===== src/rtl/smds_pkg.sv =====
// Shared constants, codes and types for the dual stack.
// No dependencies.
package smds_pkg;

    localparam int DEPTH     = 8;
    localparam int ADDR_W    = (DEPTH > 1) ? $clog2(DEPTH) : 1;
    localparam int CNT_W     = $clog2(DEPTH + 1);
    localparam int DATA_W    = 32;
    localparam int DEPTH_O_W = 4;

    localparam logic [1:0] KIND_PUSH = 2'd0;
    localparam logic [1:0] KIND_POP  = 2'd1;
    localparam logic [1:0] KIND_PEEK = 2'd2;

    localparam logic [1:0] STAT_OK    = 2'd0;
    localparam logic [1:0] STAT_OVER  = 2'd1;
    localparam logic [1:0] STAT_UNDER = 2'd2;

    typedef struct packed {
        logic load;
        logic access;
        logic capture;
    } ctrl_cmd_t;

endpackage


===== src/rtl/smds_ram.sv =====
// Generic single-port-write, single-port-read RAM with registered read data.
// No dependencies.
module smds_ram #(
    parameter int WIDTH = 32,
    parameter int DEPTH = 8,
    localparam int AW = (DEPTH > 1) ? $clog2(DEPTH) : 1
) (
    input  logic             clk,
    input  logic             we,
    input  logic [AW-1:0]    waddr,
    input  logic [WIDTH-1:0] wdata,
    input  logic [AW-1:0]    raddr,
    output logic [WIDTH-1:0] rdata
);

    logic [WIDTH-1:0] mem_reg [DEPTH];
    logic [WIDTH-1:0] rdata_reg;

    always_ff @(posedge clk)
    begin
        if (we)
        begin
            mem_reg[waddr] <= wdata;
        end
        rdata_reg <= mem_reg[raddr];
    end

    assign rdata = rdata_reg;

endmodule


===== src/rtl/smds_ctrl.sv =====
// Sequencer for the dual stack: load, memory access, capture, result beat.
// Depends on smds_pkg.
module smds_ctrl (
    input  logic               clk,
    input  logic               rst_n,
    input  logic               s_tvalid,
    output logic               s_tready,
    output logic               m_tvalid,
    input  logic               m_tready,
    output smds_pkg::ctrl_cmd_t cmd
);
    import smds_pkg::*;

    typedef enum logic [3:0] {
        S_IDLE    = 4'b0001,
        S_ACCESS  = 4'b0010,
        S_CAPTURE = 4'b0100,
        S_RESP    = 4'b1000
    } state_t;

    state_t state_reg;
    state_t state_next;

    always_comb
    begin
        state_next = state_reg;
        unique case (state_reg)
            S_IDLE:
            begin
                if (s_tvalid)
                begin
                    state_next = S_ACCESS;
                end
            end
            S_ACCESS:  state_next = S_CAPTURE;
            S_CAPTURE: state_next = S_RESP;
            S_RESP:
            begin
                if (m_tready)
                begin
                    state_next = S_IDLE;
                end
            end
            default:   state_next = S_IDLE;
        endcase
    end

    always_ff @(posedge clk or negedge rst_n)
    begin
        if (!rst_n)
        begin
            state_reg <= S_IDLE;
        end
        else
        begin
            state_reg <= state_next;
        end
    end

    assign s_tready    = (state_reg == S_IDLE);
    assign m_tvalid    = (state_reg == S_RESP);
    assign cmd.load    = s_tready && s_tvalid;
    assign cmd.access  = (state_reg == S_ACCESS);
    assign cmd.capture = (state_reg == S_CAPTURE);

endmodule


===== src/rtl/smds_dp.sv =====
// Datapath for the dual stack: item registers, stack counts, shared RAM, result.
// Depends on smds_pkg and smds_ram.
module smds_dp (
    input  logic                              clk,
    input  logic                              rst_n,
    input  smds_pkg::ctrl_cmd_t               cmd,
    input  logic [1:0]                        kind,
    input  logic                              side,
    input  logic signed [smds_pkg::DATA_W-1:0] push_value,
    output logic signed [smds_pkg::DATA_W-1:0] read_value,
    output logic [1:0]                        status,
    output logic [smds_pkg::DEPTH_O_W-1:0]    low_depth,
    output logic [smds_pkg::DEPTH_O_W-1:0]    high_depth
);
    import smds_pkg::*;

    localparam int SUM_W = CNT_W + 1;

    logic [1:0]        kind_reg;
    logic              side_reg;
    logic [DATA_W-1:0] value_reg;
    logic [CNT_W-1:0]  low_cnt_reg;
    logic [CNT_W-1:0]  low_cnt_next;
    logic [CNT_W-1:0]  high_cnt_reg;
    logic [CNT_W-1:0]  high_cnt_next;
    logic [1:0]        status_reg;
    logic [1:0]        status_next;
    logic              rd_ok_reg;
    logic [DATA_W-1:0] read_value_reg;

    logic [CNT_W-1:0]  sel_cnt;
    logic [SUM_W-1:0]  cnt_sum;
    logic              full;
    logic              empty;
    logic              is_push;
    logic              is_read;
    logic              push_ok;
    logic              read_ok;
    logic [CNT_W-1:0]  waddr_full;
    logic [CNT_W-1:0]  raddr_full;
    logic              we;
    logic [DATA_W-1:0] rdata;
    logic [CNT_W+DEPTH_O_W-1:0] low_ext;
    logic [CNT_W+DEPTH_O_W-1:0] high_ext;

    assign sel_cnt = side_reg ? high_cnt_reg : low_cnt_reg;
    assign cnt_sum = {1'b0, low_cnt_reg} + {1'b0, high_cnt_reg};
    assign full    = (cnt_sum >= SUM_W'(DEPTH));
    assign empty   = (sel_cnt == '0);
    assign is_push = (kind_reg == KIND_PUSH);
    assign is_read = (kind_reg == KIND_POP) || (kind_reg == KIND_PEEK);
    assign push_ok = is_push && !full;
    assign read_ok = is_read && !empty;

    // low stack grows up from 0, high stack grows down from the last entry
    assign waddr_full = side_reg ? (CNT_W'(DEPTH - 1) - high_cnt_reg) : low_cnt_reg;
    assign raddr_full = side_reg ? (CNT_W'(DEPTH) - high_cnt_reg)
                                 : (low_cnt_reg - CNT_W'(1));
    assign we = cmd.access && push_ok;

    always_comb
    begin
        priority if (is_push && full)
        begin
            status_next = STAT_OVER;
        end
        else if (is_read && empty)
        begin
            status_next = STAT_UNDER;
        end
        else
        begin
            status_next = STAT_OK;
        end
    end

    always_comb
    begin
        low_cnt_next  = low_cnt_reg;
        high_cnt_next = high_cnt_reg;
        if (cmd.access)
        begin
            if (push_ok)
            begin
                if (side_reg)
                begin
                    high_cnt_next = high_cnt_reg + CNT_W'(1);
                end
                else
                begin
                    low_cnt_next = low_cnt_reg + CNT_W'(1);
                end
            end
            else if (read_ok && (kind_reg == KIND_POP))
            begin
                if (side_reg)
                begin
                    high_cnt_next = high_cnt_reg - CNT_W'(1);
                end
                else
                begin
                    low_cnt_next = low_cnt_reg - CNT_W'(1);
                end
            end
        end
    end

    always_ff @(posedge clk or negedge rst_n)
    begin
        if (!rst_n)
        begin
            low_cnt_reg  <= '0;
            high_cnt_reg <= '0;
        end
        else
        begin
            low_cnt_reg  <= low_cnt_next;
            high_cnt_reg <= high_cnt_next;
        end
    end

    always_ff @(posedge clk)
    begin
        if (cmd.load)
        begin
            kind_reg  <= kind;
            side_reg  <= side;
            value_reg <= push_value;
        end
        if (cmd.access)
        begin
            status_reg <= status_next;
            rd_ok_reg  <= read_ok;
        end
        if (cmd.capture)
        begin
            read_value_reg <= rd_ok_reg ? rdata : '0;
        end
    end

    smds_ram #(
        .WIDTH (DATA_W),
        .DEPTH (DEPTH)
    ) u_ram (
        .clk   (clk),
        .we    (we),
        .waddr (waddr_full[ADDR_W-1:0]),
        .wdata (value_reg),
        .raddr (raddr_full[ADDR_W-1:0]),
        .rdata (rdata)
    );

    assign low_ext    = {{DEPTH_O_W{1'b0}}, low_cnt_reg};
    assign high_ext   = {{DEPTH_O_W{1'b0}}, high_cnt_reg};
    assign read_value = read_value_reg;
    assign status     = status_reg;
    assign low_depth  = low_ext[DEPTH_O_W-1:0];
    assign high_depth = high_ext[DEPTH_O_W-1:0];

endmodule


===== src/rtl/shared_memory_dual_stack.sv =====
// Top level of the dual stack: two stacks sharing one RAM.
// Depends on smds_pkg, smds_ctrl, smds_dp, smds_ram.
//
// Two stacks share DEPTH words: the low stack fills from entry 0 upward, the
// high stack from the last entry downward; a push is dropped with overflow
// status when both together hold DEPTH words, and a pop or peek of an empty
// side returns zero with underflow status. Each input beat gives exactly one
// result beat. An item passes through input load, RAM access and capture of the
// registered RAM read before its result is valid, then waits for m_tready; the
// next input beat is taken in the cycle after the result beat, so no new item
// is accepted until the previous result beat has been taken.
// The depth fields carry the low four bits of each stack count.
module shared_memory_dual_stack (
    input  logic        clk,
    input  logic        rst_n,
    input  logic        s_tvalid,
    output logic        s_tready,
    input  logic [31:0] s_tdata,   // [31:0] push_value
    input  logic [2:0]  s_tuser,   // [1:0] kind, [2] side
    output logic        m_tvalid,
    input  logic        m_tready,
    output logic [39:0] m_tdata,   // [31:0] read_value, [35:32] low_depth, [39:36] high_depth
    output logic [1:0]  m_tuser    // [1:0] status
);
    import smds_pkg::*;

    ctrl_cmd_t                  cmd;
    logic signed [DATA_W-1:0]   read_value;
    logic [1:0]                 status;
    logic [DEPTH_O_W-1:0]       low_depth;
    logic [DEPTH_O_W-1:0]       high_depth;

    smds_ctrl u_ctrl (
        .clk      (clk),
        .rst_n    (rst_n),
        .s_tvalid (s_tvalid),
        .s_tready (s_tready),
        .m_tvalid (m_tvalid),
        .m_tready (m_tready),
        .cmd      (cmd)
    );

    smds_dp u_dp (
        .clk        (clk),
        .rst_n      (rst_n),
        .cmd        (cmd),
        .kind       (s_tuser[1:0]),
        .side       (s_tuser[2]),
        .push_value (s_tdata),
        .read_value (read_value),
        .status     (status),
        .low_depth  (low_depth),
        .high_depth (high_depth)
    );

    assign m_tdata = {high_depth, low_depth, read_value};
    assign m_tuser = status;

endmodule


===== config.mk =====
export PLATFORM = sky130hd
export DESIGN_NAME = shared_memory_dual_stack
export DESIGN_NICKNAME = d
export VERILOG_FILES = /design/src/rtl/smds_pkg.sv /design/src/rtl/smds_ram.sv /design/src/rtl/smds_ctrl.sv /design/src/rtl/smds_dp.sv /design/src/rtl/shared_memory_dual_stack.sv
export SDC_FILE = /design/constraint.sdc
export NUM_CORES = 1
export LEC_CHECK = 0
export BUFFER_PORTS_ARGS = -buffer_cell sky130_fd_sc_hd__clkbuf_2
export CORE_ASPECT_RATIO = 1.2
export CORE_MARGIN = 3
export CORE_UTILIZATION = 25
export CTS_BUF_LIST = sky130_fd_sc_hd__clkbuf_8
export DETAILED_ROUTE_END_ITERATION = 6
export PLACE_DENSITY = 0.45
export SLEW_MARGIN = 25
export SYNTH_ARGS = -nofsm -noshare
export SYNTH_HDL_FRONTEND = slang
export SYNTH_SLANG_ARGS = --single-unit

===== constraint.sdc =====
create_clock -name clk -period 4.2 [get_ports clk]
set_input_delay 0.84 -clock clk [delete_from_list [all_inputs] [get_ports clk]]
set_output_delay 0.84 -clock clk [all_outputs]
set_load 0.005 [all_outputs]

Yosys cells after proc, flatten, opt, wreduce, memory -nomap -nowiden
Memories as Yosys holds them, arrays and structs flattened. A register that Yosys moved wholly into a read port is not among the register bits.
Index checks and enable logic that the tools add are counted.
W data, S select, Z words.
{ "classes": {"order_cmp": 1, "n_addsub": 7, "eq_ne": 8, "bitwise": 1, "n_reduce_logical": 16, "muxes": 17} }
{ "ops": {"columns": ["cell", "n"], "rows": [
  ["$mux W4", 11],
  ["$pmux W4 S4", 1],
  ["$add A4 B1 Y4 const B", 2],
  ["$sub A4 B1 Y4 const B", 2],
  ["$logic_and A1 B1 Y1", 7],
  ["$mux W3", 2],
  ["$reduce_and A3 Y1", 2],
  ["$add A4 B4 Y5", 1],
  ["$ge A5 B4 Y1 const B", 1],
  ["$eq A4 B1 Y1 const B", 1],
  ["$eq A4 B2 Y1 const B", 1],
  ["$eq A4 B3 Y1 const B", 1],
  ["$eq A4 B4 Y1 const B", 1],
  ["$logic_not A4 Y1", 1],
  ["$sub A1 B3 Y3 const A", 1],
  ["$sub A3 B3 Y3 const A", 1],
  ["$eq A2 B1 Y1 const B", 1],
  ["$eq A2 B2 Y1 const B", 1],
  ["$logic_not A1 Y1", 2],
  ["$logic_not A2 Y1", 1],
  ["$mux W1", 2],
  ["$mux W2", 1],
  ["$ne A2 B1 Y1 const B", 1],
  ["$ne A2 B2 Y1 const B", 1],
  ["4 further kinds", 4]
]} }
{ "totals": {"word_cells": 60, "memories": 1, "in_bits": 39, "ramBits": 256, "regBits": 82, "out_inout_bits": 44} }
{ "mem_list": {"columns": ["name", "words", "width", "read_ports", "rd_ports_with_merged_regs", "write_ports", "line_no", "rtl"], "rows": [
  ["u_dp.u_ram.mem_reg", 8, 32, 1, 1, 1, "smds_ram.sv:16", "logic [WIDTH-1:0] mem_reg [DEPTH];"]
]} }

Logic depth before layout (Yosys ltp)
{ "depth": {"ltp_word": 7, "mapped_depth": 12, "mapped_depth_nobuf": 12} }

Hierarchy
From an unflattened synthesis, not the netlist that was laid out.
{ "unflattened": {"cells_unflattened": 634, "area_unflattened_um2": 13858.3} }
{ "modules_own_cells": {"columns": ["module", "seq_area_each_um2", "cells_per_inst", "area_each_um2", "instances"], "rows": [
  ["smds_ram", 8328.0, 415, 10466.3, 1],
  ["smds_dp", 2302.2, 199, 3173.0, 1],
  ["smds_ctrl", 101.3, 20, 219.0, 1]
]} }

Worst setup path before layout
No wires, ideal clock.
{ "synth_timing": {"kind": "register to register", "from": "register u_dp.low_cnt_reg[0] (netlist: u_dp.low_depth[0])", "to": "memory u_dp.u_ram.mem_reg[0][0] (enable)", "path_slack_ns": 0.659, "synth_period_minus_slack_ns": 3.541, "arrival_ns": 3.120, "t_required_ns": 3.779, "setup_time_ns": 0.421, "n_path_buf": 1, "path_stages_with_launch": 10, "path_cell_list": "dfrtp_1 -> ha_1 -> inv_1 -> fa_1 -> nand3_1 -> o211ai_1 -> and3_1 -> buf_2 -> nand2_1 -> nor2_1"} }
{ "synth_between": {"elab_chain_cells": 7, "elab_cells_between_ends": 8, "cone_classes": "add/sub: 1; order compare: 1; mux: 3; reduce/logical: 3"} }
{ "synth_rtl": {"columns": ["element", "line_no", "rtl"], "rows": [
  ["start, declared", "smds_dp.sv:22", "logic [CNT_W-1:0] low_cnt_reg;"],
  ["start signal, assigned", "smds_dp.sv:117", "low_cnt_reg <= low_cnt_next;"],
  ["$add A4 B4 Y5", "smds_dp.sv:47", "assign cnt_sum = {1'b0, low_cnt_reg} + {1'b0, high_cnt_reg};"],
  ["$ge A5 B4 Y1", "smds_dp.sv:48", "assign full = (cnt_sum >= SUM_W'(DEPTH));"],
  ["$logic_not A1 Y1", "smds_dp.sv:52", "assign push_ok = is_push && !full;"],
  ["$logic_and A1 B1 Y1", "smds_dp.sv:52", null],
  ["$logic_and A1 B1 Y1", "smds_dp.sv:59", "assign we = cmd.access && push_ok;"],
  ["$mux W1", "smds_ram.sv:21", "if (we)"],
  ["$mux W1 (implied by the code)", "smds_ram.sv:23", "mem_reg[waddr] <= wdata;"],
  ["end, declared", "smds_ram.sv:16", null]
]} }
Several ways; a longest one is shown, not always the timed one.

Worst setup path in the final report
{ "layout_timing": {"from": "register u_dp.low_cnt_reg[0] (netlist: u_dp.low_depth[0])", "to": "memory u_dp.u_ram.mem_reg[3][17] (enable)"} }
The elaborated chain is that of the path after synthesis.

==> results.tsv <==
metric	value	unit
status	complete, no violations	
total power	12.3	mW
post-route non-filler standard cell count	1866	
GR met2 Demand/Resource	0.204	
leakage power	5.85	nW
Longest Clk Path Bufs	3	
fraction of layout cells with a size suffix above 1	0.221	
Yosys reg bits	370	
Top Usage Layer GRT	met2	
CTS resizes	0	
initial antenna violation count	2	
drt pass-1 iters	4	
Ys Warns	0	
DIE AREA	62200	sq um
EDFF count, synth	326	
Util after Layout	0.298	
Top Ports	83	
violation count after the first detailed-route iteration	397	
Clock Sinks	370	
Fin. Hold Viols	0	
crit path kind	flip-flop to flip-flop	
Final Cycle Share	0.774	
most frequent cell after synthesis	edfxtp_1	
first-pass GRT wire length	55500	microns
Worst-Margin Slew	0.936	ns
antenna-violating nets left	0	
Max Cap Violations	0	
global route overflow	0	
largest net degree at the start of global routing	77	
area leader, netlist	edfxtp_1	
unrepaired setup endpoints after global routing	no	
H-tree depth	2	
Via density	4.54	
Peak Freq	307	MHz
crit path max fanout	19	
Synth top cells by count	edfxtp_1, o21ai_0, o211ai_1, o31ai_1, clkbuf_1	
Primary FF master, synth	edfxtp_1	
CTS buffer count	57	
Syn Nets	979	
placed cells	1761	
Initial Util	0.253	
Slew Limit Fails	0	
port bufs	82	
power density over cell area	706	nW/um^2
Critical Path Start Type	flip-flop	
number of global-route vias before repair	8809	
Seq/Total Area, Yosys	0.725	
total number of vias	8470	
Clock Skew	0.0160	ns
Slew headroom	0.376	
GR met1 Demand/Resource	0.146	
width of the die	228	microns
GRT met3 Usage	0.0222	
CTS tree	yes	
# setup viols final	0	
Worst-path clk slew	0.06	ns
clk_lat worst skew	0.62	ns
Synth Instances	927	
Hold/Removal Path Class	input pin to asynchronous set/reset pin	
DP HPWL	20300	microns
WP data required	4.51	ns
largest cells by area after synthesis	edfxtp_1, mux4_2, dfxtp_1, o211ai_1, o31ai_1	
setup TNS	0	ns
max FFs per register	256	
Hold Buf Count CTS	0	
fin crit period	3.25	ns
wire per inst	19.7	microns
Core Area	58500	sq um
GP Congestion	0.725	
Layout area overhead	17.8	%
Cell Area, Synth	14800	sq um
DRC Markers	0	
Post-CTS Setup Repair Bufs	0	
final net count	1080	
DIE HEIGHT	273	microns
Crit. End Element	flip-flop	
Max IR drop VDD	0.000494	V
total wire length	36800	microns
Site Rows	97	
WP data arrival	3.56	ns
Synth cell types	50	
GRT Overall Usage	0.117	
Async SR Flop Fraction	0.0324	
clock tree root buffer cell	clkbuf_8	
Hold WS	0.120	ns
share of the synthesized area in the top cell type	0.661	
post-synthesis area per instance	16.0	sq um
==> metal layers <==
metal	part of all wire	wire, microns	vias to the layer above
met5	0	0	-
met2	0.50	18300	170
met4	0.022	812	0
met3	0.045	1650	60
met1	0.44	16000	4355
li1	-	-	3885
==> where the power goes <==
part           switching (mW)  total, mW  internal [mW]
clock network            1.39       3.06           1.67
registers               0.302       4.87           4.56
logic                    2.70       4.38           1.68
==> logic make-up (layout without fill, tap and decap cells) <==
kind of cell,after synthesis,count (layout),share of synthesized area
buf+inv,77,223,0.0222
xor+xnor,9,9,0.00532
fa+ha+maj,13,13,0.0120
compound gates,248,248,0.120
simple gates,172,172,0.0614
mux,38,38,0.0544
other cells,0,1,0
flops,370,370,0.725
==> cell type report <==
cell class,count,area [sq um]
antenna,1,2.50
clock buffer,66,908
clock inverter,38,262
fill,5943,41100
inverter,11,41.3
multi-input combinational,480,3840
sequential,370,10700
tap,792,991
timing repair buffer,108,656
==> critical path, cell delays in order, from the launching register on <==
cell and delay (ns):
dfrtp_2 0.41, ha_1 0.25, inv_1 0.08, fa_1 0.17, nand3_1 0.11, o211ai_1 0.41, and3_1 0.41, nand2_1 0.30
nor2_4 0.54, buf_12 0.26
==> worst paths after layout <==
| path | slack [ns] | end | from | cells after the start |
|---|---|---|---|---|
| hold / removal | 0.12 | u_dp.high_depth[3] | rst_n | 1 |
| setup / recovery | 0.95 | u_dp.u_ram.mem_reg[3][17] | u_dp.low_depth[0] | 9 |
| max in group asynchronous | 3.78 | u_ctrl.state_reg[0] | rst_n | 1 |
| hold reg to reg | 0.50 | u_dp.read_value[13] | u_dp.u_ram.rdata[13] | 1 |
| setup reg to reg | 0.95 | u_dp.u_ram.mem_reg[3][17] | u_dp.low_depth[0] | 9 |
| min in group clk | 0.41 | u_dp.value_reg[30] | s_tdata[30] | 1 |
==> metrics by stage <==
stage	setup WS, ns	area, sq um
floorplan	0.659	14800
global placement	1.03	16300
detailed placement	0.942	16300
CTS	0.911	17400
global route	0.748	17400
finish	0.948	17400
==> cells in the final DEF (no fill, tap or decap), types with 3 or more instances in the layout <==
cell type  Yosys  layout
inv_1          9      34
dfrtp_1       11      10
nor2b_1       32      32
nor2_4         0       8
o21ai_0       66      66
a21oi_1        4       3
mux2i_4        1       3
a31oi_1        3       3
xnor2_1        7       7
buf_4          2      22
nor3_1        38      37
nor4_1         3       3
and2_1        36      35
o221ai_1       3       3
and3_1         4       4
clkbuf_2       3      82
mux4_2        30      30
o31ai_1       64      64
nor2_1        14       6
nand2_1       37      37
ha_1          11      10
clkinv_1       1       3
clkbuf_8       0      66
dfxtp_1       32      32
bufinv_16      0       4
clkinv_2       0       5
o211ai_1      65      65
edfxtp_1     326     326
buf_12         0       4
a21boi_0       4       4
o211a_1       33      33
Note: power is estimated with default switching activity, not from simulation.
